## src/ftmp_pkg.sv

```systemverilog
// Shared types and constants for the flow threshold mask painter.
// Depends on: nothing.
package ftmp_pkg;

   localparam int COORD_W     = 10;
   localparam int CSR_INDEX_W = 2;
   localparam int CSR_DATA_W  = 32;
   localparam int MASK_PORT_W = 64;
   localparam int FIFO_DEPTH  = 2;
   localparam int RECIP_SHIFT = 16;

   typedef enum logic [CSR_INDEX_W-1:0] {
      CSR_FRAME_WIDTH  = 2'd0,
      CSR_FRAME_HEIGHT = 2'd1,
      CSR_THRESHOLD_SQ = 2'd2,
      CSR_HALF_WINDOW  = 2'd3
   } csr_index_type;

   typedef enum logic [1:0] {
      CMD_SKIP,
      CMD_READ,
      CMD_PAINT
   } cmd_kind_type;

   typedef struct packed {
      cmd_kind_type       kind;
      logic               painted;
      logic [COORD_W-1:0] x0;
      logic [COORD_W-1:0] x1;
      logic [COORD_W-1:0] y0;
      logic [COORD_W-1:0] y1;
      logic [COORD_W-1:0] base0;
      logic [COORD_W-1:0] q0;
   } cmd_type;

   typedef struct packed {
      logic [8:0]  frame_width;
      logic [8:0]  frame_height;
      logic [31:0] threshold_sq;
      logic [6:0]  half_window;
   } cfg_type;

   typedef enum logic [2:0] {
      F_IDLE,
      F_SQ_X,
      F_SQ_Y,
      F_TEST,
      F_DIV,
      F_CORR,
      F_PUSH
   } front_state_type;

   typedef enum logic [2:0] {
      B_CLEAR,
      B_IDLE,
      B_READ,
      B_MODIFY,
      B_DONE
   } back_state_type;

endpackage

```

## src/ftmp_front.sv

```systemverilog
// Front end: accepts items, tests flow speed, clips the square, issues commands.
// Depends on: ftmp_pkg.
module ftmp_front
   import ftmp_pkg::*;
#(
   parameter int MAX_WIDTH  = 256,
   parameter int MAX_HEIGHT = 256,
   parameter int WORD_BITS  = 64
) (
   input  logic               clock,
   input  logic               reset,
   input  cfg_type            cfg,
   input  logic               hold,
   input  logic               req_push,
   output logic               req_full,
   input  logic               req_action,
   input  logic [7:0]         req_point_x,
   input  logic [7:0]         req_point_y,
   input  logic signed [15:0] req_vel_x,
   input  logic signed [15:0] req_vel_y,
   input  logic [7:0]         req_read_row,
   input  logic [1:0]         req_read_word,
   output cmd_type            cmd_data,
   output logic               cmd_push,
   input  logic               cmd_full
);

   localparam int WPR     = (MAX_WIDTH + WORD_BITS - 1) / WORD_BITS;
   localparam int RECIP   = (1 << RECIP_SHIFT) / WORD_BITS;
   localparam int RECIP_W = $clog2(RECIP + 1);
   localparam int DIV_W   = COORD_W + RECIP_W;

   front_state_type    state_ff, state_in;
   logic [7:0]         px_ff, px_in;
   logic [7:0]         py_ff, py_in;
   logic signed [15:0] vx_ff, vx_in;
   logic signed [15:0] vy_ff, vy_in;
   logic [31:0]        sq_x_ff, sq_x_in;
   logic [31:0]        sq_y_ff, sq_y_in;
   logic [COORD_W-1:0] qe_ff, qe_in;
   cmd_type            cmd_ff, cmd_in;

   logic               accept;
   logic signed [15:0] mul_op;
   logic signed [31:0] mul_prod;
   logic [31:0]        sq_sum;
   logic               exceeded;
   logic [8:0]         w_cl, h_cl;
   logic [COORD_W-1:0] r, cx, cy, lo_x, lo_y, hi_x, hi_y, lim_x, lim_y, clip_x1, clip_y1;
   logic               empty_sq;
   logic [DIV_W-1:0]   div_prod;
   logic [COORD_W-1:0] base_est, rem;
   logic               step;
   logic               read_ok;

   // handshake outputs
   always_comb begin
      req_full = (state_ff != F_IDLE) || hold;
      cmd_push = (state_ff == F_PUSH) && !cmd_full;
      cmd_data = cmd_ff;
   end

   assign accept = req_push && !req_full;

   // next state
   always_comb begin
      state_in = state_ff;
      case (state_ff)
         F_IDLE: begin
            if (accept) begin
               state_in = req_action ? F_PUSH : F_SQ_X;
            end
         end
         F_SQ_X: state_in = F_SQ_Y;
         F_SQ_Y: state_in = F_TEST;
         F_TEST: state_in = (exceeded && !empty_sq) ? F_DIV : F_PUSH;
         F_DIV:  state_in = F_CORR;
         F_CORR: state_in = F_PUSH;
         F_PUSH: begin
            if (!cmd_full) begin
               state_in = F_IDLE;
            end
         end
         default: state_in = F_IDLE;
      endcase
   end

   assign mul_op   = (state_ff == F_SQ_Y) ? vy_ff : vx_ff;
   assign mul_prod = mul_op * mul_op;

   assign sq_sum   = sq_x_ff + sq_y_ff;
   assign exceeded = sq_sum > cfg.threshold_sq;

   assign w_cl = (32'(cfg.frame_width) > 32'(MAX_WIDTH)) ? 9'(MAX_WIDTH) : cfg.frame_width;
   assign h_cl = (32'(cfg.frame_height) > 32'(MAX_HEIGHT)) ? 9'(MAX_HEIGHT) : cfg.frame_height;

   assign r       = COORD_W'(cfg.half_window);
   assign cx      = COORD_W'(px_ff);
   assign cy      = COORD_W'(py_ff);
   assign lo_x    = (cx >= r) ? cx - r : '0;
   assign lo_y    = (cy >= r) ? cy - r : '0;
   assign hi_x    = cx + r;
   assign hi_y    = cy + r;
   assign lim_x   = COORD_W'(w_cl) - COORD_W'(1);
   assign lim_y   = COORD_W'(h_cl) - COORD_W'(1);
   assign clip_x1 = (hi_x > lim_x) ? lim_x : hi_x;
   assign clip_y1 = (hi_y > lim_y) ? lim_y : hi_y;
   assign empty_sq = (w_cl == '0) || (h_cl == '0) || (lo_x > clip_x1) || (lo_y > clip_y1);

   assign div_prod = DIV_W'(cmd_ff.x0) * DIV_W'(RECIP);
   assign base_est = COORD_W'(int'(qe_ff) * WORD_BITS);
   assign rem      = cmd_ff.x0 - base_est;
   assign step     = rem >= COORD_W'(WORD_BITS);

   assign read_ok = (int'(req_read_row) < MAX_HEIGHT) && (int'(req_read_word) < WPR);

   // datapath
   always_comb begin
      px_in   = px_ff;
      py_in   = py_ff;
      vx_in   = vx_ff;
      vy_in   = vy_ff;
      sq_x_in = sq_x_ff;
      sq_y_in = sq_y_ff;
      qe_in   = qe_ff;
      cmd_in  = cmd_ff;
      case (state_ff)
         F_IDLE: begin
            if (accept) begin
               px_in = req_point_x;
               py_in = req_point_y;
               vx_in = req_vel_x;
               vy_in = req_vel_y;
               cmd_in         = '0;
               cmd_in.kind    = read_ok ? CMD_READ : CMD_SKIP;
               cmd_in.y0      = COORD_W'(req_read_row);
               cmd_in.q0      = COORD_W'(req_read_word);
            end
         end
         F_SQ_X: sq_x_in = unsigned'(mul_prod);
         F_SQ_Y: sq_y_in = unsigned'(mul_prod);
         F_TEST: begin
            cmd_in.painted = exceeded;
            cmd_in.kind    = (exceeded && !empty_sq) ? CMD_PAINT : CMD_SKIP;
            cmd_in.x0      = lo_x;
            cmd_in.x1      = clip_x1;
            cmd_in.y0      = lo_y;
            cmd_in.y1      = clip_y1;
         end
         F_DIV: qe_in = COORD_W'(div_prod >> RECIP_SHIFT);
         F_CORR: begin
            cmd_in.q0    = step ? qe_ff + COORD_W'(1) : qe_ff;
            cmd_in.base0 = step ? base_est + COORD_W'(WORD_BITS) : base_est;
         end
         default: ;
      endcase
   end

   always_ff @(posedge clock) begin
      if (reset) begin
         state_ff <= F_IDLE;
      end else begin
         state_ff <= state_in;
      end
      px_ff   <= px_in;
      py_ff   <= py_in;
      vx_ff   <= vx_in;
      vy_ff   <= vy_in;
      sq_x_ff <= sq_x_in;
      sq_y_ff <= sq_y_in;
      qe_ff   <= qe_in;
      cmd_ff  <= cmd_in;
   end

endmodule

```

## config.mk

```make
export PLATFORM = sky130hd
export DESIGN_NAME = ftmp_front
export DESIGN_NICKNAME = d
export VERILOG_FILES = /design/src/ftmp_pkg.sv /design/src/ftmp_front.sv
export SDC_FILE = /design/constraint.sdc
export NUM_CORES = 1
export LEC_CHECK = 0
export BUFFER_PORTS_ARGS = -buffer_cell sky130_fd_sc_hd__buf_4
export CORE_ASPECT_RATIO = 1.2
export CORE_MARGIN = 3
export CORE_UTILIZATION = 50
export DETAILED_ROUTE_END_ITERATION = 10
export HOLD_SLACK_MARGIN = 0.12
export PLACE_DENSITY = 0.72
export SETUP_SLACK_MARGIN = 0.3
export SYNTH_ARGS = -nofsm -noshare
export SYNTH_HDL_FRONTEND = slang
export SYNTH_SLANG_ARGS = --single-unit
```

## constraint.sdc

```tcl
create_clock -name clock -period 7.85 [get_ports clock]
set_input_delay 0.3925 -clock clock [delete_from_list [all_inputs] [get_ports clock]]
set_output_delay 0.3925 -clock clock [all_outputs]
set_load 0.02 [all_outputs]
```

======== After elaboration in Yosys (flattened, before gate mapping) ========
Cells that the tools add are included.
word-level totals
  register bits ........................... 182
  bits in latches ......................... 0
  bits in writable memories ............... 0
  ROM bits ................................ 0
  input port bits ......................... 121
  output and inout port bits .............. 65
  word-level logic and storage cells ...... 83
  memories ................................ 0
operators by class
  $add $sub $neg .......................... 10
  multipliers ............................. 1
  divide/modulo/power cells ............... 0
  order comparisons ....................... 10
  eq/ne operators ......................... 8
  shift-type cells ........................ 0
  multiplexer cells ....................... 18
  bitwise operators ....................... 0
  reductions and logical operators ........ 20
operator list
  cell                                                                     count
  43-bit one-hot mux with 2 select lines                                   1
  63-bit two-way mux                                                       1
  10-bit two-way mux                                                       5
  20-bit one-hot mux with 2 select lines                                   1
  32-bit adder                                                             1
  32-bit > comparator                                                      1
  16-bit by 16-bit multiplier with 32-bit output                           1
  3-bit one-hot mux with 7 select lines                                    1
  10-bit > comparator                                                      2
  9-bit by 10-bit > comparator with 1-bit output                           2
  9-bit by 1-bit subtractor with 10-bit output (second input constant)     2
  8-bit by 7-bit adder with 9-bit output                                   2
  9-bit > comparator (second input constant)                               2
  9-bit zero test                                                          2
  9-bit two-way mux                                                        2
  8-bit by 7-bit subtractor with 9-bit output                              2
  8-bit by 7-bit >= comparator with 1-bit output                           2
  16-bit two-way mux                                                       1
  10-bit by 7-bit adder with 10-bit output (second input constant)         1
  10-bit by 7-bit >= comparator with 1-bit output (second input constant)  1
  10-bit subtractor                                                        1
  3-bit equality test (second input constant)                              3
  3-bit two-way mux                                                        3
  2-bit AND reduction                                                      4
  12 further kinds                                                         23

======== Logic depth before layout (Yosys ltp) ========
  depth after elaboration ................. 12
  gate-level depth with buffers ........... 28

======== Worst setup path before layout ========
OpenSTA, ideal clock, no wires.
  kind .................................... register to register
  start point ............................. register state_ff[1]
  end point ............................... register sq_x_ff[30] (data pin)
  library setup time ...................... 263 ps
  arrival time ............................ 7149 ps
  setup slack ............................. 438 ps
  cell stages (with the launch flop) ...... 26
  path buffers ............................ 4
  cells stage by stage .................... dfxtp_1 > nor3b_1 > buf_2 > buf_2 > mux2i_1 > clkbuf_1 > nor2_1 > fa_1 > inv_1 > fa_1 > fa_1 > inv_1 > fa_1 > inv_1 > fa_1 > inv_1 > fa_1 > ha_1 > clkbuf_1 > nand3_1 > o311a_1 > o31ai_2 > a21oi_2 > a211oi_4 > nor4_1 > a211o_1
between the ends
  cells in the longest elaborated chain, start to end .. 3
RTL lines
  what                                            line               source
  start: declaration                              ftmp_front.sv:33   front_state_type state_ff, state_in;
  start signal: assignment                        ftmp_front.sv:163  state_ff <= state_in;
  3-bit by 2-bit equality test with 1-bit output  ftmp_front.sv:88   assign mul_op = (state_ff == F_SQ_Y) ? vy_ff : vx_ff;
  16-bit two-way mux                              ftmp_front.sv:88
  16-bit by 16-bit multiplier with 32-bit output  ftmp_front.sv:89   assign mul_prod = mul_op * mul_op;
  net mul_prod[30]                                ftmp_front.sv:45   logic signed [31:0] mul_prod;
  end signal: assignment                          ftmp_front.sv:169  sq_x_ff <= sq_x_in;
  end: declaration                                ftmp_front.sv:38   logic [31:0] sq_x_ff, sq_x_in;
The timed path passes the listed nets, and every way through them passes these cells.
A chain may end at the register's enable or synchronous reset.

======== Final worst setup path ========
  start point ............................. register state_ff[2]
  end point ............................... register sq_x_ff[30] (data pin)
The elaborated chain is that of the path after synthesis.

==> impl_metrics.tcl <==
set metrics [dict create \
    yosysSeqAreaShare_pct 25.6 \
    dp_hpwl_um 36400 \
    die_w_um 184 \
    grt.total_usage_pct 23.4 \
    synth.most_common_cell "inv_1" \
    drv_slew 0 \
    finalHoldViolCount 0 \
    min_path_cells 2 \
    gp_congestion 0.936 \
    drc 0 \
    die_y_um 220 \
    fin_nets 2703 \
    worstPathArrival_ns 7.38 \
    syn_area_mm2 0.0191 \
    syn2layout_area_growth_pct 16.1 \
    grt_max_degree 51 \
    antenna_found_initial 0 \
    cts_max_level 4 \
    cts_root_buffer "clkbuf_16" \
    syn_avg_cell_area_um2 10.1 \
    end_kind "register" \
    finalSetupViolCount 0 \
    overflow 0 \
    cp_slowest_cell "fa_1" \
    viasPerCell 5.35 \
    startpoint_type "register" \
    worstRegToRegCells 23 \
    critPathKind "register to register" \
    synth_top_area_share_pct 25.6 \
    postRouteAntennaNets 0 \
    netlist_top_cells_count "373 x inv_1, 244 x fa_1, 214 x ha_1" \
    hold_path_class "primary input to register" \
    fin_area_mm2 0.0222 \
    finalCritPeriodShare_pct 91.5 \
    start_util_pct 51.2 \
    grt_pass1_wl_um 74700 \
    path_max_fanout 18 \
    period_needed_ns 7.18 \
    clkSinkCount 164 \
    yosys_warnings 0 \
    numPortBuffers 174 \
    num_vias 13963 \
    synth_edf_count 161 \
    synth_top_area_cell "fa_1" \
    drive_gt1_share_pct 13.5 \
    fmax_ghz 0.139 \
    wirelength_um 44800 \
    placed_cell_area_mm2 0.0210 \
    critical_path_buf_inv_count 6 \
    rows 77 \
    worstSkewPairLatency_ns 0.45 \
    cpPeakStageDelay_ns 0.56 \
    status "complete, no violations" \
    numCtsBuffers 17 \
    die-area_mm2 0.0406 \
    grt_pass1_vias 15278 \
    drt_iter0_drc 885 \
    clock_skew_ns 0.0113 \
    synth_ff_type "edfxtp_1" \
    ys_async_sr_fraction_pct 0 \
    ys_ff_latch 164 \
    crit_required_ns 8.05 \
    path_clk_slew_ns 0.07 \
    relSlewSlack_pct 24.4 \
    synth_cells 1886 \
    cts_tree "built" \
    yosysUniqueCellTypes 74 \
    worst_slew_pin_slew_ns 1.13 \
    diodes 0 \
    maxCapViolCount 0 \
    synthTopCellsByArea "fa_1 26%, edfxtp_1 25%, ha_1 14%, inv_1 7.3%, nor2_1 3.4%" \
    ioPinCount 186 \
    crit_path_frequent_cell "fa_1" \
    core_mm2 0.0373 \
    cts.path.max_buffers 2 \
    avgRoutedWirePerCell_um 17.1 \
    rsz0062_at_grt "false" \
    crit_chain "nor3b_2 -> buf_6 -> mux2_2 -> clkinv_1 -> nor2_1 -> fa_1 -> fa_1 -> inv_1 -> fa_1 -> inv_1 -> fa_1 -> inv_1 -> fa_1 -> inv_1 -> fa_1 -> ha_1 -> nand3_1 -> o311a_1 -> o31ai_2 -> a21oi_2 -> a211oi_4 -> nor4_1 -> a211o_1" \
    path_delay_family "adder cells" \
    dr.pass1.iters 5 \
    crit_cells 23 \
    finalSetupTns_ns 0 \
]
## registers in the layout, indices dropped and copies added, names as in the netlist
| name | cells |
|---|---|
| cmd_data | 48 |
| qe_ff | 3 |
| vx_ff | 16 |
| px_ff | 8 |
| sq_x_ff | 31 |
| state_ff | 3 |
| vy_ff | 16 |
| sq_y_ff | 31 |
| py_ff | 8 |
## per-layer routing
metal / vias to the layer above / GRT usage (%) / share of wire (%)
met1: 6827 / 26.6 / 38
met4: 0 / 8.39 / 3.6
li1: 6616 / - / -
met5: - / 0 / 0
met2: 428 / 44.3 / 53
met3: 92 / 3.52 / 4.9
## worst paths after layout
kind / slack [ns] / to / start
worst max register to register: 0.67 / sq_x_ff[30]$_DFFE_PP_ / state_ff[2]$_SDFFE_PP0P_
worst max-delay path: 0.67 / sq_x_ff[30]$_DFFE_PP_ / state_ff[2]$_SDFFE_PP0P_
worst min-delay path: 0.22 / cmd_data[1]$_DFFE_PP_ / req_read_word[1]
worst min register to register: 0.55 / qe_ff[0]$_DFFE_PN_ / cmd_data[56]$_SDFFCE_PN0P_
## stage by stage
step                cells  hold slack (ns)  worst slack (ns)  utilization [%]
floorplan            1899            0.465             0.438                -
global placement     2523            0.551             0.568             56.3
detailed placement   2523            0.541             0.423             56.3
CTS                  2604            0.189             0.407             59.3
global route         2611            0.195             0.278             59.5
finish               2611            0.216             0.667             59.5
## cell families (layout without fill, tap and decap cells)
kind of cell,count (synthesis),in the layout,share of synthesized area [%]
buffers and inverters,429,667,8.75
AOI/OAI and AO/OA,264,264,9.33
DFF,164,164,25.6
xor gates and xnor gates,89,89,4.08
adders and majority gates,458,458,39.6
muxes,37,37,2.06
other,2,15,0.0393
and+or+nand+nor,443,443,10.5
## cells in the final DEF (no fill, tap or decap), types with 13 or more instances in the layout
| master | n |
|---|---|
| nor2b_1 | 22 |
| edfxtp_1 | 161 |
| clkbuf_16 | 17 |
| inv_1 | 371 |
| mux2_2 | 16 |
| nor2_1 | 174 |
| xor2_1 | 29 |
| nand4_1 | 22 |
| a21oi_1 | 78 |
| nand2b_1 | 13 |
| mux2i_1 | 17 |
| o21a_1 | 18 |
| o21ai_0 | 20 |
| nand3_1 | 20 |
| fa_1 | 244 |
| nand2_1 | 131 |
| xnor2_1 | 60 |
| nor3_1 | 19 |
| buf_4 | 203 |
| a21o_1 | 43 |
| ha_1 | 214 |
| dlygate4sd3_1 | 49 |
| conb_1 | 15 |
| o21ai_1 | 24 |
## final cells by class
class,count,area (um^2)
tap,474,593
clock inverter,15,195
fill,3132,15100
multi-input combinational,1306,12600
timing repair buffer,253,2030
timing repair inverter,1,7.51
sequential,164,4890
inverter,381,1440
clock buffer,17,425
## repair_timing
| item | CTS | global route |
|---|---|---|
| hold buffers | 49 | 0 |
| endpoints found under the setup margin | 0 | 16 |
| endpoints found under the hold margin | 50 | 0 |
| setup buffers | 0 | 6 |
| gates resized for setup | 0 | 10 |
## worst register-to-register path: cells and delay by family (launching register included)
family | cells | cell delay, ns
fa+ha+maj | 7 | 3.43
compound gates | 5 | 1.43
simple gates | 4 | 0.68
buf+inv | 6 | 0.72
mux | 1 | 0.38
flops | 1 | 0.33
Power is left out: the tool's default activity adds up to more than one toggle a clock period on the data nets, which glitch-free logic cannot reach.
