--- config.mk ---
export PLATFORM = sky130hd
export DESIGN_NAME = ftmp_cmd_fifo
export DESIGN_NICKNAME = d
export VERILOG_FILES = /design/src/ftmp_pkg.sv /design/src/ftmp_cmd_fifo.sv
export SDC_FILE = /design/constraint.sdc
export NUM_CORES = 1
export LEC_CHECK = 0
export BUFFER_PORTS_ARGS = -buffer_cell sky130_fd_sc_hd__clkbuf_2
export CAP_MARGIN = 20
export CORE_ASPECT_RATIO = 0.75
export CORE_MARGIN = 4
export CORE_UTILIZATION = 32
export DETAILED_ROUTE_END_ITERATION = 6
export REMOVE_ABC_BUFFERS = 1
export SETUP_SLACK_MARGIN = 0.15
export SYNTH_ARGS = -nofsm -noshare
export SYNTH_HDL_FRONTEND = slang
export SYNTH_SLANG_ARGS = --single-unit
--- constraint.sdc ---
create_clock -name clock -period 3.26 [get_ports clock]
set_input_delay 0.489 -clock clock [delete_from_list [all_inputs] [get_ports clock]]
set_output_delay 0.489 -clock clock [all_outputs]
set_load 0.02 [all_outputs]
--- src/ftmp_pkg.sv ---
// Shared types and constants for the flow threshold mask painter.
// Depends on: nothing.
package ftmp_pkg;

   localparam int COORD_W     = 10;
   localparam int CSR_INDEX_W = 2;
   localparam int CSR_DATA_W  = 32;
   localparam int MASK_PORT_W = 64;
   localparam int FIFO_DEPTH  = 2;
   localparam int RECIP_SHIFT = 16;

   typedef enum logic [CSR_INDEX_W-1:0] {
      CSR_FRAME_WIDTH  = 2'd0,
      CSR_FRAME_HEIGHT = 2'd1,
      CSR_THRESHOLD_SQ = 2'd2,
      CSR_HALF_WINDOW  = 2'd3
   } csr_index_type;

   typedef enum logic [1:0] {
      CMD_SKIP,
      CMD_READ,
      CMD_PAINT
   } cmd_kind_type;

   typedef struct packed {
      cmd_kind_type       kind;
      logic               painted;
      logic [COORD_W-1:0] x0;
      logic [COORD_W-1:0] x1;
      logic [COORD_W-1:0] y0;
      logic [COORD_W-1:0] y1;
      logic [COORD_W-1:0] base0;
      logic [COORD_W-1:0] q0;
   } cmd_type;

   typedef struct packed {
      logic [8:0]  frame_width;
      logic [8:0]  frame_height;
      logic [31:0] threshold_sq;
      logic [6:0]  half_window;
   } cfg_type;

   typedef enum logic [2:0] {
      F_IDLE,
      F_SQ_X,
      F_SQ_Y,
      F_TEST,
      F_DIV,
      F_CORR,
      F_PUSH
   } front_state_type;

   typedef enum logic [2:0] {
      B_CLEAR,
      B_IDLE,
      B_READ,
      B_MODIFY,
      B_DONE
   } back_state_type;

endpackage

--- src/ftmp_cmd_fifo.sv ---
// Short command queue between the front end and the mask writer.
// Depends on: ftmp_pkg.
module ftmp_cmd_fifo
   import ftmp_pkg::*;
(
   input  logic    clock,
   input  logic    reset,
   input  logic    push,
   input  cmd_type push_data,
   output logic    full,
   input  logic    pop,
   output cmd_type pop_data,
   output logic    empty
);

   localparam int PTR_W = (FIFO_DEPTH > 1) ? $clog2(FIFO_DEPTH) : 1;

   cmd_type          entries_ff [FIFO_DEPTH];
   logic [PTR_W-1:0] wr_ptr_ff, wr_ptr_in;
   logic [PTR_W-1:0] rd_ptr_ff, rd_ptr_in;
   logic [PTR_W:0]   count_ff, count_in;

   assign full     = count_ff == (PTR_W + 1)'(FIFO_DEPTH);
   assign empty    = count_ff == '0;
   assign pop_data = entries_ff[rd_ptr_ff];

   always_comb begin
      wr_ptr_in = wr_ptr_ff;
      rd_ptr_in = rd_ptr_ff;
      count_in  = count_ff;
      if (push && !full) begin
         wr_ptr_in = (wr_ptr_ff == PTR_W'(FIFO_DEPTH - 1)) ? '0 : wr_ptr_ff + PTR_W'(1);
      end
      if (pop && !empty) begin
         rd_ptr_in = (rd_ptr_ff == PTR_W'(FIFO_DEPTH - 1)) ? '0 : rd_ptr_ff + PTR_W'(1);
      end
      if ((push && !full) && !(pop && !empty)) begin
         count_in = count_ff + (PTR_W + 1)'(1);
      end else if (!(push && !full) && (pop && !empty)) begin
         count_in = count_ff - (PTR_W + 1)'(1);
      end
   end

   always_ff @(posedge clock) begin
      if (reset) begin
         wr_ptr_ff <= '0;
         rd_ptr_ff <= '0;
         count_ff  <= '0;
      end else begin
         wr_ptr_ff <= wr_ptr_in;
         rd_ptr_ff <= rd_ptr_in;
         count_ff  <= count_in;
      end
      if (push && !full) begin
         entries_ff[wr_ptr_ff] <= push_data;
      end
   end

endmodule

# Yosys cells after proc, flatten, opt, wreduce, memory -nomap -nowiden
# Memories as Yosys holds them, arrays and structs flattened. A register that Yosys moved wholly into a read port is not among the register bits.
# Index checks and enable logic that the tools add are counted.
[op_classes]
addsub = 4
n_eq_ne = 1
mux = 8
reduce_logical = 10
[op_table]
columns = ["operator", "n"]
rows = [
  ["1-bit 2-to-1 mux", 6],
  ["1-bit logical AND", 4],
  ["1-bit zero test", 4],
  ["2-bit 2-to-1 mux", 2],
  ["1-bit adder (second input constant)", 2],
  ["2-bit by 1-bit adder with 2-bit output (second input constant)", 1],
  ["2-bit equality test (second input constant)", 1],
  ["2-bit zero test", 1],
  ["2-bit nonzero test", 1],
  ["2-bit by 1-bit subtractor with 2-bit output (second input constant)", 1],
]
[word_totals]
register_bits = 4
ram_bits = 126
in_bits = 67
out_inout_bits = 65
memories = 1
[mem_list]
columns = ["memory", "depth", "width", "rd", "rd_ports_with_merged_regs", "write_ports", "line_no", "source"]
rows = [
  ["entries_ff", 2, 63, 1, 1, 1, "ftmp_cmd_fifo.sv:18", "cmd_type entries_ff [FIFO_DEPTH];"],
]

# Longest topological paths before layout
# Gate-level depths: netlist of run 1.
[depth]
ltp_word = 7
ltp_mapped = 6
depth_no_buf = 6

# Least setup slack after synthesis of run 1
# No wires, ideal clock.
[synth_timing]
path_type = "in2reg"
start = "input port push"
end = "memory entries_ff[1][0] in the netlist's numbering, enable pin"
arrival_time_ps = 2158
slack_ps = 675
path_stages = 3
n_path_buf = 0
path_cell_list = "inv_1 -> nor2_1 -> and2_1"
[synth_between]
elab_chain_cells = 3
[synth_rtl]
columns = ["element", "line_no", "source"]
rows = [
  ["start: declaration", "ftmp_cmd_fifo.sv:8", "input logic push,"],
  ["1-bit logical AND", "ftmp_cmd_fifo.sv:54", "if (push && !full) begin"],
  ["1-bit 2-to-1 mux", "ftmp_cmd_fifo.sv:54", ""],
  ["1-bit 2-to-1 mux (not written as such)", "ftmp_cmd_fifo.sv:55", "entries_ff[wr_ptr_ff] <= push_data;"],
  ["end: declaration", "ftmp_cmd_fifo.sv:18", ""],
]
# Every way passes these cells.

==> summary.md, run 1 <==
| Metric | Value |
|---|---|
| Vias in the first global route | `2732` |
| Core ar. | `0.0145 mm2` |
| Tmin final | `2.24 ns` |
| Via density per instance | `4.23` |
| CTS max path bufs | `2` |
| Max-cap violations | `0` |
| CP startpoint kind | `flip-flop` |
| Skew final | `0.00348 ns` |
| Vias | `2459` |
| Largest cells by area after synthesis | `edfxtp_1, mux2_2, dfxtp_1` |
| Critical path arrival | `1.75 ns` |
| Number of synthesized flops with an enable pin | `126` |
| Post-synth top area share | `79.6%` |
| Final nets | `437` |
| Worst R2R Setup Slack | `1.24 ns` |
| Worst-Skew Late Latency | `0.41 ns` |
| Initial Util | `32.8%` |
| # diodes | `0` |
| CP Capture Type | `output pin` |
| Die span in x | `149 um` |
| Fin crit share | `68.8%` |
| Placed insts | `550` |
| DRT Pass-1 Iters | `4` |
| Worst Tran Pin Value | `0.634 ns` |
| CP required | `2.77 ns` |
| Hold Fails Final Rpt | `0` |
| Sequential share of the synthesized area | `81.7%` |
| H-tree depth | `4` |
| Pwr Total | `5.29 mW` |
| CP Class | `flip-flop to output pin` |
| Hpwl dp | `6030 um` |
| Most frequent cell after synthesis | `edfxtp_1` |
| Largest net degree at the start of global routing | `39` |
| Initial DRC count | `65` |
| Max FO, Critical Path | `36` |
| Ys Warns | `0` |
| Cell row count | `38` |
| Cts bufs inserted | `17` |
| Top_reg_cell synth | `edfxtp_1` |
| ANT nets after route | `0` |
| Async SR Flop Fraction | `0%` |
| Setup tns final | `0 ns` |
| Share of cells above drive strength 1 | `60.5%` |
| Antenna violations before repair | `0` |
| Hold-fix buffers at CTS | `0` |
| Gpl congestion | `0.719` |
| Post-CTS setup buffer count | `0` |
| Post-CTS Resized | `0` |
| Number of buffers added on ports | `131` |
| Die ar. | `0.0169 mm2` |
| Relative slew margins | `57.7%` |
| Synth Register Bits | `131` |
| CTS tree | `built` |
| Fmax | `0.446 GHz` |
| RSZ-0062 raised after global routing | `false` |
| Clock Tree Root | `clkbuf_16` |
| Max-slew violation count | `0` |
| Area growth syn-to-layout | `30.8%` |
| Hold Crit Class | `primary input to flip-flop` |
| Clk sinks | `131` |
| GRT overflow | `0` |
| Final cell count without fillers | `582` |
| Cells after synthesis | `221` |
| Synth unique cells | `14` |
| Leading area contributor after synthesis | `edfxtp_1` |
| Status | `finished, final reports clean` |
| Peak VDD IR | `0.000399 V` |
| Die height | `114 um` |
| Synth Area per Inst | `21.5 um2` |
| PD cells | `851 mW/mm2` |
| Leak Pwr | `2.35 nW` |
| Final hold slack | `0.269 ns` |
| IO Count | `132` |
| Worst-path clk slew | `0.06 ns` |
| Post-Route WL | `9070 um` |
| GRT Total Usage | `11.3%` |
| Setup Viol. Count Final | `0` |
| Commonest cells post-synth | `edfxtp_1, mux2_2, dfxtp_1, nor2_1, buf_4` |
| First-pass GRT wire length | `14200 um` |
| Mapped cell area | `0.00476 mm2` |
| Layout Utilization | `42.9%` |
| Avg WL per Cell | `15.6 um` |
| DRC Markers | `0` |
## cell families after synthesis
logic type / count (synthesis) / synth area share [%]
XOR/XNOR: 3 / 0.553
AND/OR/NAND/NOR: 9 / 0.974
multiplexers: 63 / 14.9
adder cells (fa/ha/maj): 1 / 0.263
buffers and inverters: 9 / 1.10
AO/OA/AOI/OAI: 5 / 0.526
flip-flops: 131 / 81.7
## placed cells by master (no fill, tap or decap)
cell type and count:
a21oi_1 2, and2_2 1, buf_12 1, buf_4 4, bufinv_16 2, clkbuf_1 2, clkbuf_16 17, clkbuf_2 131
clkinv_1 2, clkinv_2 7, clkinvlp_4 2, dfxtp_1 4, dfxtp_2 1, edfxtp_1 126, ha_1 1, inv_1 1
inv_2 1, mux2_2 63, nor2_1 5, nor2b_2 1, o21ai_0 3, or3_1 2, xor2_1 3
## flip-flops by register name, indices dropped and copies added (netlist names), named ones only
name / flops
entries_ff: 126
wr_ptr_ff: 1
count_ff: 2
rd_ptr_ff: 1
## report_power, final
part / internal (mW) / switching (mW) / total, mW
Combinational: 0.525 / 0.828 / 1.35
Sequential: 2.12 / 0.0542 / 2.17
Clock: 1.11 / 0.659 / 1.77
## worst max-delay path: stages (launching register included)
cell      delay (ns)
dfxtp_2         0.32
buf_4           0.41
mux2_2          0.41
clkbuf_2        0.17
## final timing paths
check,start,to,depth (start not counted)
worst min-delay path,push_data[46],entries_ff[1][46]$_DFFE_PP_,1
worst min register to register,wr_ptr_ff$_SDFFE_PP0N_,wr_ptr_ff$_SDFFE_PP0N_,2
worst max-delay path,flip-flop,pop_data[38],3
worst max register to register,count_ff[0]$_SDFFE_PP0P_,entries_ff[0][56]$_DFFE_PP_,4
## routing by layer
| metal | up-vias | part of all wire, % | GRT usage [%] | wire length [um] |
|---|---|---|---|---|
| met5 | - | 0 | 0 | 0 |
| met4 | 0 | 0.92 | 4.02 | 83 |
| met3 | 7 | 9.5 | 6.31 | 860 |
| met2 | 92 | 45 | 16.9 | 4130 |
| met1 | 1193 | 44 | 14.0 | 4000 |
| li1 | 1167 | - | - | - |
## metrics by stage
| stage | cell area [um2] | setup WS (ns) |
|---|---|---|
| floorplan | 4710 | 0.639 |
| global placement | 5670 | 1.10 |
| detailed placement | 5670 | 1.06 |
| CTS | 6220 | 0.966 |
| global route | 6220 | 0.924 |
| finish | 6220 | 1.02 |
## final cells by class
cell class / count / area (um2)
Tap cell: 200 / 250
Sequential cell: 131 / 3880
Timing Repair Buffer: 136 / 706
Multi-Input combinational cell: 81 / 821
Inverter: 2 / 7.51
Clock buffer: 19 / 433
Clock inverter: 13 / 118
Fill cell: 1321 / 8280
Power figures use the tool's default switching activity.
==> run 2, diff against run 1 <==
- ABC_AREA: unset -> 1
- clock period: 3.26 -> 1.9 ns (I/O delays scaled with it)
==> summary.md, run 2 <==
| Metric | Value |
|---|---|
| Status | `finished, final reports clean` |
| PD cells | `1430 mW/mm2 (+69%)` |
| Pwr Total | `10.0 mW (+90%)` |
| H-tree depth | `4 (unchanged)` |
| Fmax | `0.541 GHz` |
| Worst-Skew Late Latency | `0.41 ns (about the same)` |
| Synth Area in XOR/XNOR | `0% (-0.55 points)` |
| Commonest cells post-synth | `edfxtp_1, mux2_4, inv_1, nor2_1, buf_12` |
| First-pass GRT wire length | `14000 um (-1.1%)` |
| # diodes | `0 (unchanged)` |
| Hpwl dp | `6210 um (+3.1%)` |
| CP Class | `flip-flop to output pin` |
| ANT nets after route | `0 (unchanged)` |
| Synth Area in Adders | `0.246% (-0.018 points)` |
| RSZ-0062 raised after global routing | `true` |
| Gpl congestion | `0.746 (+3.8%)` |
| Core ar. | `0.0154 mm2 (+6.3%)` |
| Final nets | `459 (+5.0%)` |
| Worst hold endpoint | `entries_ff[1][19]$_DFFE_PP_` |
| Post-Route WL | `10100 um (+11%)` |
| Most frequent cell after synthesis | `edfxtp_1` |
| Hold Crit Start | `push_data[19]` |
| Mux contribution to synthesized area | `18.3% (+3.4 points)` |
| Worst-path clk slew | `0.05 ns (about the same)` |
| Sequential share of the synthesized area | `76.2% (-5.5 points)` |
| Initial DRC count | `73 (+12%)` |
| Hold-fix buffers at CTS | `0 (unchanged)` |
| Die height | `117 um (+3.3%)` |
| Vias in the first global route | `2613 (-4.4%)` |
| Worst R2R Start | `count_ff[1]$_SDFFE_PP0P_` |
| Cts bufs inserted | `17 (unchanged)` |
| Skew final | `0.00892 ns (+0.00544 ns)` |
| Tmin final | `1.85 ns` |
| Number of synthesized flops with an enable pin | `126 (unchanged)` |
| CP required | `1.62 ns (-1.15 ns)` |
| Synth Area in Compound Gates | `0.663% (+0.14 points)` |
| DRC Markers | `0 (unchanged)` |
| Hold Fails Final Rpt | `0 (unchanged)` |
| Top_reg_cell synth | `edfxtp_1` |
| Async SR Flop Fraction | `0% (unchanged)` |
| Cells after synthesis | `233 (+5.4%)` |
| Clock Tree Root | `clkbuf_16` |
| GRT overflow | `0 (unchanged)` |
| Hold Crit Class | `primary input to flip-flop` |
| Vias | `2614 (+6.3%)` |
| GRT Total Usage | `10.5% (-0.85 points)` |
| Number of buffers added on ports | `131 (unchanged)` |
| Setup Viol. Count Final | `0 (unchanged)` |
| Max-cap violations | `0 (unchanged)` |
| Share of cells above drive strength 1 | `59.8% (-0.67 points)` |
| CTS tree | `built` |
| Worst Tran Pin Value | `0.361 ns (-0.273 ns)` |
| Largest cells by area after synthesis | `edfxtp_1, mux2_4, buf_12` |
| Area growth syn-to-layout | `37.2%` |
| Die span in x | `154 um (+3.3%)` |
| Fin crit share | `97.3%` |
| Antenna violations before repair | `0 (unchanged)` |
| Post-synth top area share | `74.2% (-5.3 points)` |
| Final hold slack | `0.0570 ns (-0.212 ns)` |
| DRT Pass-1 Iters | `4 (unchanged)` |
| Register with the most flip-flops | `entries_ff` |
| Leak Pwr | `2.78 nW (+18%)` |
| Initial Util | `33.0% (+0.25 points)` |
| Setup WS pre-CTS | `0.284 ns (-0.780 ns)` |
| Leading area contributor after synthesis | `edfxtp_1` |
| Fill cells | `1361 (+3.0%)` |
| PnR worst setup slack | `0.0511 ns (-0.965 ns)` |
| RR Endpoint | `count_ff[1]$_SDFFE_PP0P_` |
| Relative slew margins | `76.0% (+18 points)` |
| CTS max path bufs | `2 (unchanged)` |
| Synth Area per Inst | `21.9 um2 (+1.6%)` |
| Synth unique cells | `17 (+3)` |
| Mapped cell area | `0.00510 mm2 (+7.2%)` |
| Via density per instance | `4.30 (+1.8%)` |
| Max reg flops | `126 (unchanged)` |
| Worst r2r path cells | `9 (+5)` |
| Largest regs | `entries_ff (126), count_ff (2)` |
| Cell row count | `39 (+2.6%)` |
| Max FO, Critical Path | `10 (-72%)` |
| Worst R2R Setup Slack | `0.37 ns (-0.87 ns)` |
| CP startpoint kind | `flip-flop` |
| CP Capture Type | `output pin` |
| Clk sinks | `131 (unchanged)` |
| Commonest non-fill, non-tap cells in the layout | `edfxtp_1, clkbuf_2, mux2_4` |
| Max-slew violation count | `0 (unchanged)` |
| Critical path arrival | `1.56 ns (-0.19 ns)` |
| Largest family of logic cells by synthesized area | `multiplexers` |
| Avg WL per Cell | `16.6 um (+6.2%)` |
| Most common cell after layout, fill and taps aside | `edfxtp_1` |
| IO Count | `132 (unchanged)` |
| Die ar. | `0.0180 mm2 (+6.7%)` |
| Setup tns final | `0 ns (unchanged)` |
| Peak VDD IR | `0.000849 V (+110%)` |
| WHS Path Cells | `1 (unchanged)` |
| Synth Register Bits | `131 (unchanged)` |
| Largest net degree at the start of global routing | `39 (unchanged)` |
| Post-synthesis simple-gate area fraction | `1.30% (+0.33 points)` |
| Ys Warns | `0 (unchanged)` |
-- run 2: through the flow --
stage | util (%) | cells | area (um2)
after CTS | 42.7 | 599 | 6590
after global placement | 38.9 | 568 | 5990
after floorplan | - | 226 | 4960
after detailed placement | 38.9 | 568 | 5990
after global routing | 45.3 | 608 | 6990
final | 45.3 | 608 | 6990
-- run 2: worst max-delay path by stage --
stage                                   startpoint                          to  slack [ns]  depth (start not counted)
after floorplan           count_ff[0]$_SDFFE_PP0P_  entries_ff[0][0]$_DFFE_PP_       -1.72                          2
after global placement    count_ff[1]$_SDFFE_PP0P_    count_ff[1]$_SDFFE_PP0P_        0.44                          9
after detailed placement  count_ff[1]$_SDFFE_PP0P_    count_ff[1]$_SDFFE_PP0P_        0.28                          9
after CTS                                flip-flop                 pop_data[0]       0.002                          3
after global routing                     flip-flop                pop_data[60]      -0.002                          4
final                                    flip-flop                 pop_data[0]        0.05                          4
-- run 2: logic make-up (layout without fill, tap and decap cells) --
family,count (synthesis),in the layout
adders and majority gates,1,1
and+or+nand+nor,16,16
AOI/OAI and AO/OA,6,6
DFF,131,131
muxes,63,63
buffers and inverters,16,186
-- run 2: worst max-delay path, cell delays in order, from the launching register on --
cell	delay [ns]
dfxtp_4	0.37
buf_12	0.14
buf_16	0.15
mux2_4	0.32
buf_2	0.16
-- run 2: power breakdown --
part           switching, mW  total [mW]  internal, mW
Clock                   1.17        3.22          2.05
Sequential             0.122        3.78          3.65
Combinational           1.52        3.03          1.51
-- run 2: layout make-up --
class,count,area [um2],share of cell area [%]
sequential,131,3890,55.6
timing repair buffer,146,1140,16.4
multi-input combinational,86,1080,15.5
clock buffer,18,429,6.14
tap,205,256,3.67
clock inverter,13,159,2.27
inverter,9,33.8,0.483
-- run 2: metal layers --
layer / global-route usage, % / routed length, um
met2: 15.3 / 4500
met1: 12.9 / 4620
met3: 5.33 / 789
met5: 0 / 0
met4: 5.47 / 149
-- run 2: timing repair --
item	CTS	global route
setup endpoints to repair	63	64
cloned	0	7
resized for setup	1	110
setup buffers	0	2
==> run 3, diff against run 2 <==
- CORE_UTILIZATION: 32 -> 47
- PLACE_DENSITY: unset -> 0.75
- SETUP_SLACK_MARGIN: 0.15 -> 0.02
==> summary.md, run 3 (synthesis gave the netlist of run 2 again) <==
| Metric | Value |
|---|---|
| Status | `finished, final reports clean` |
| Number of buffers added on ports | `131 (unchanged)` |
| CP required | `1.62 ns (about the same)` |
| Area of the multi-input gates | `0.00106 mm2 (-1.7%)` |
| PnR worst setup slack | `0.0369 ns (-0.0142 ns)` |
| Share of cells above drive strength 1 | `59.0% (-0.81 points)` |
| Fin crit share | `98.1% (+0.75 points)` |
| CP Class | `flip-flop to output pin` |
| Critical path arrival | `1.58 ns (+0.02 ns)` |
| Leak Pwr | `2.65 nW (-4.8%)` |
| Final nets | `450 (-2.0%)` |
| Avg WL per Cell | `17.1 um (+3.0%)` |
| P_int | `6.89 mW (-4.5%)` |
| Clock Tree Root | `clkbuf_16` |
| ANT nets after route | `0 (unchanged)` |
| Largest stage delay on the critical path | `0.38 ns (about the same)` |
| Peak VDD IR | `0.000989 V (+17%)` |
| Vias | `2571 (-1.6%)` |
| Initial DRC count | `169 (+130%)` |
| CP startpoint kind | `flip-flop` |
| CTS max path bufs | `2 (unchanged)` |
| CP Capture Type | `output pin` |
| Max-slew violation count | `0 (unchanged)` |
| Largest regs | `entries_ff (126), count_ff (2)` |
| Clock network fraction of design power | `33.5% (+1.3 points)` |
| Via density per instance | `4.84 (+13%)` |
| Post-Route WL | `9060 um (-10%)` |
| Most common cell after layout, fill and taps aside | `edfxtp_1` |
| Die height | `98.2 um (-16%)` |
| Max-cap violations | `0 (unchanged)` |
| Worst-Skew Late Latency | `0.40 ns (about the same)` |
| Register with the most flip-flops | `entries_ff` |
| Cell row count | `32 (-18%)` |
| Worst-path cell chain | `buf_16 > mux2_4 > clkbuf_2` |
| Vias in the first global route | `2780 (+6.4%)` |
| DRT Pass-1 Iters | `4 (unchanged)` |
| Core ar. | `0.0105 mm2 (-32%)` |
| Pwr Total | `9.56 mW (-4.6%)` |
| H-tree depth | `4 (unchanged)` |
| Gpl congestion | `0.716 (-4.1%)` |
| Post-route cell area | `0.00660 mm2 (-5.5%)` |
| CP max stage cell | `dfxtp_4` |
| Placed inst area | `0.00590 mm2 (-1.4%)` |
| Hold Crit Class | `primary input to flip-flop` |
| Antenna violations before repair | `0 (unchanged)` |
| GRT Total Usage | `15.0% (+4.5 points)` |
| Flop pwr share | `39.6% (+1.9 points)` |
| Skew final | `0.00701 ns (-0.00191 ns)` |
| First-pass GRT wire length | `14200 um (+1.1%)` |
| Storage element area | `0.00389 mm2 (unchanged)` |
| Worst-path clk slew | `0.06 ns (about the same)` |
| Max reg flops | `126 (unchanged)` |
| Relative slew margins | `73.1% (-2.8 points)` |
| Commonest non-fill, non-tap cells in the layout | `edfxtp_1, clkbuf_2, mux2_4` |
| Fill cells | `730 (-46%)` |
| Initial Util | `48.8% (+16 points)` |
| Post-CTS Resized | `1 (unchanged)` |
| Hold-fix buffers at CTS | `0 (unchanged)` |
| Switch Pwr | `2.67 mW (-5.0%)` |
| Final hold slack | `0.0662 ns (+0.00920 ns)` |
| CP top delay family | `buffers and inverters` |
| Die ar. | `0.0126 mm2 (-30%)` |
| Hpwl dp | `6080 um (-2.2%)` |
| Area growth syn-to-layout | `29.6%` |
| Setup Viol. Count Final | `0 (unchanged)` |
| # diodes | `0 (unchanged)` |
| CTS tree | `built` |
| Die span in x | `128 um (-17%)` |
| Largest net degree at the start of global routing | `36 (-7.7%)` |
| IO Count | `132 (unchanged)` |
| Worst Tran Pin Value | `0.403 ns (+0.0426 ns)` |
| Net Sw Frac | `28.0% (-0.12 points)` |
| Hold Fails Final Rpt | `0 (unchanged)` |
| Tmin final | `1.86 ns (+0.0142 ns)` |
| Post-CTS setup buffer count | `0 (unchanged)` |
| DRC Markers | `0 (unchanged)` |
| Setup WS pre-CTS | `0.347 ns (+0.0629 ns)` |
| GRT overflow | `0 (unchanged)` |
| Clk sinks | `131 (unchanged)` |
| RSZ-0062 raised after global routing | `true` |
| Fmax | `0.537 GHz (-0.76%)` |
| Max FO, Critical Path | `35 (+25)` |
| Buf/Inv on CP | `2 (-1)` |
| Gate power share | `26.9% (-3.3 points)` |
| PD cells | `1450 mW/mm2 (+0.94%)` |
| Cts bufs inserted | `17 (unchanged)` |
==> run 3: stage by stage <==
stage	util, %	std cells	TNS [ns]
2_1_floorplan	-	226	-299.23
3_3_place_gp	56.5	499	0
3_5_place_dp	56.5	499	0
4_1_cts	62.2	531	0
5_1_grt	63.2	531	-0.00570
6_report	63.2	531	0
==> run 3: power groups by stage <==
stage | clock network (mW) | logic [mW] | registers (mW)
2_1_floorplan | 0 | 1.62 | 3.99
3_3_place_gp | 0 | 2.44 | 3.81
3_5_place_dp | 0 | 2.47 | 3.84
4_1_cts | 3.28 | 2.49 | 3.79
5_1_grt | 3.43 | 2.74 | 3.82
6_report | 3.20 | 2.57 | 3.79
==> run 3: path summary, 6_finish.rpt <==
kind	slack (ns)	from	to	cells after the start
worst max register to register	0.31	count_ff[1]$_SDFFE_PP0P_	count_ff[1]$_SDFFE_PP0P_	9
worst min-delay path	0.07	push_data[38]	entries_ff[0][38]$_DFFE_PP_	1
worst min register to register	0.56	wr_ptr_ff$_SDFFE_PP0N_	wr_ptr_ff$_SDFFE_PP0N_	2
worst max-delay path	0.04	flip-flop	pop_data[54]	3
==> run 3: area by class of cell <==
cell class	instances	area share [%]
timing repair buffer	137	13.0
multi-input combinational	86	16.1
clock inverter	14	2.48
inverter	9	0.512
sequential	131	58.9
clock buffer	18	6.50
tap	136	2.58
==> run 3: per-layer routing <==
metal,share of wire [%],track usage (%),vias to the layer above
met1,42,18.3,1246
met3,9.3,6.78,13
li1,-,-,1203
met5,0,0,-
met4,1.4,6.44,0
met2,47,23.1,109
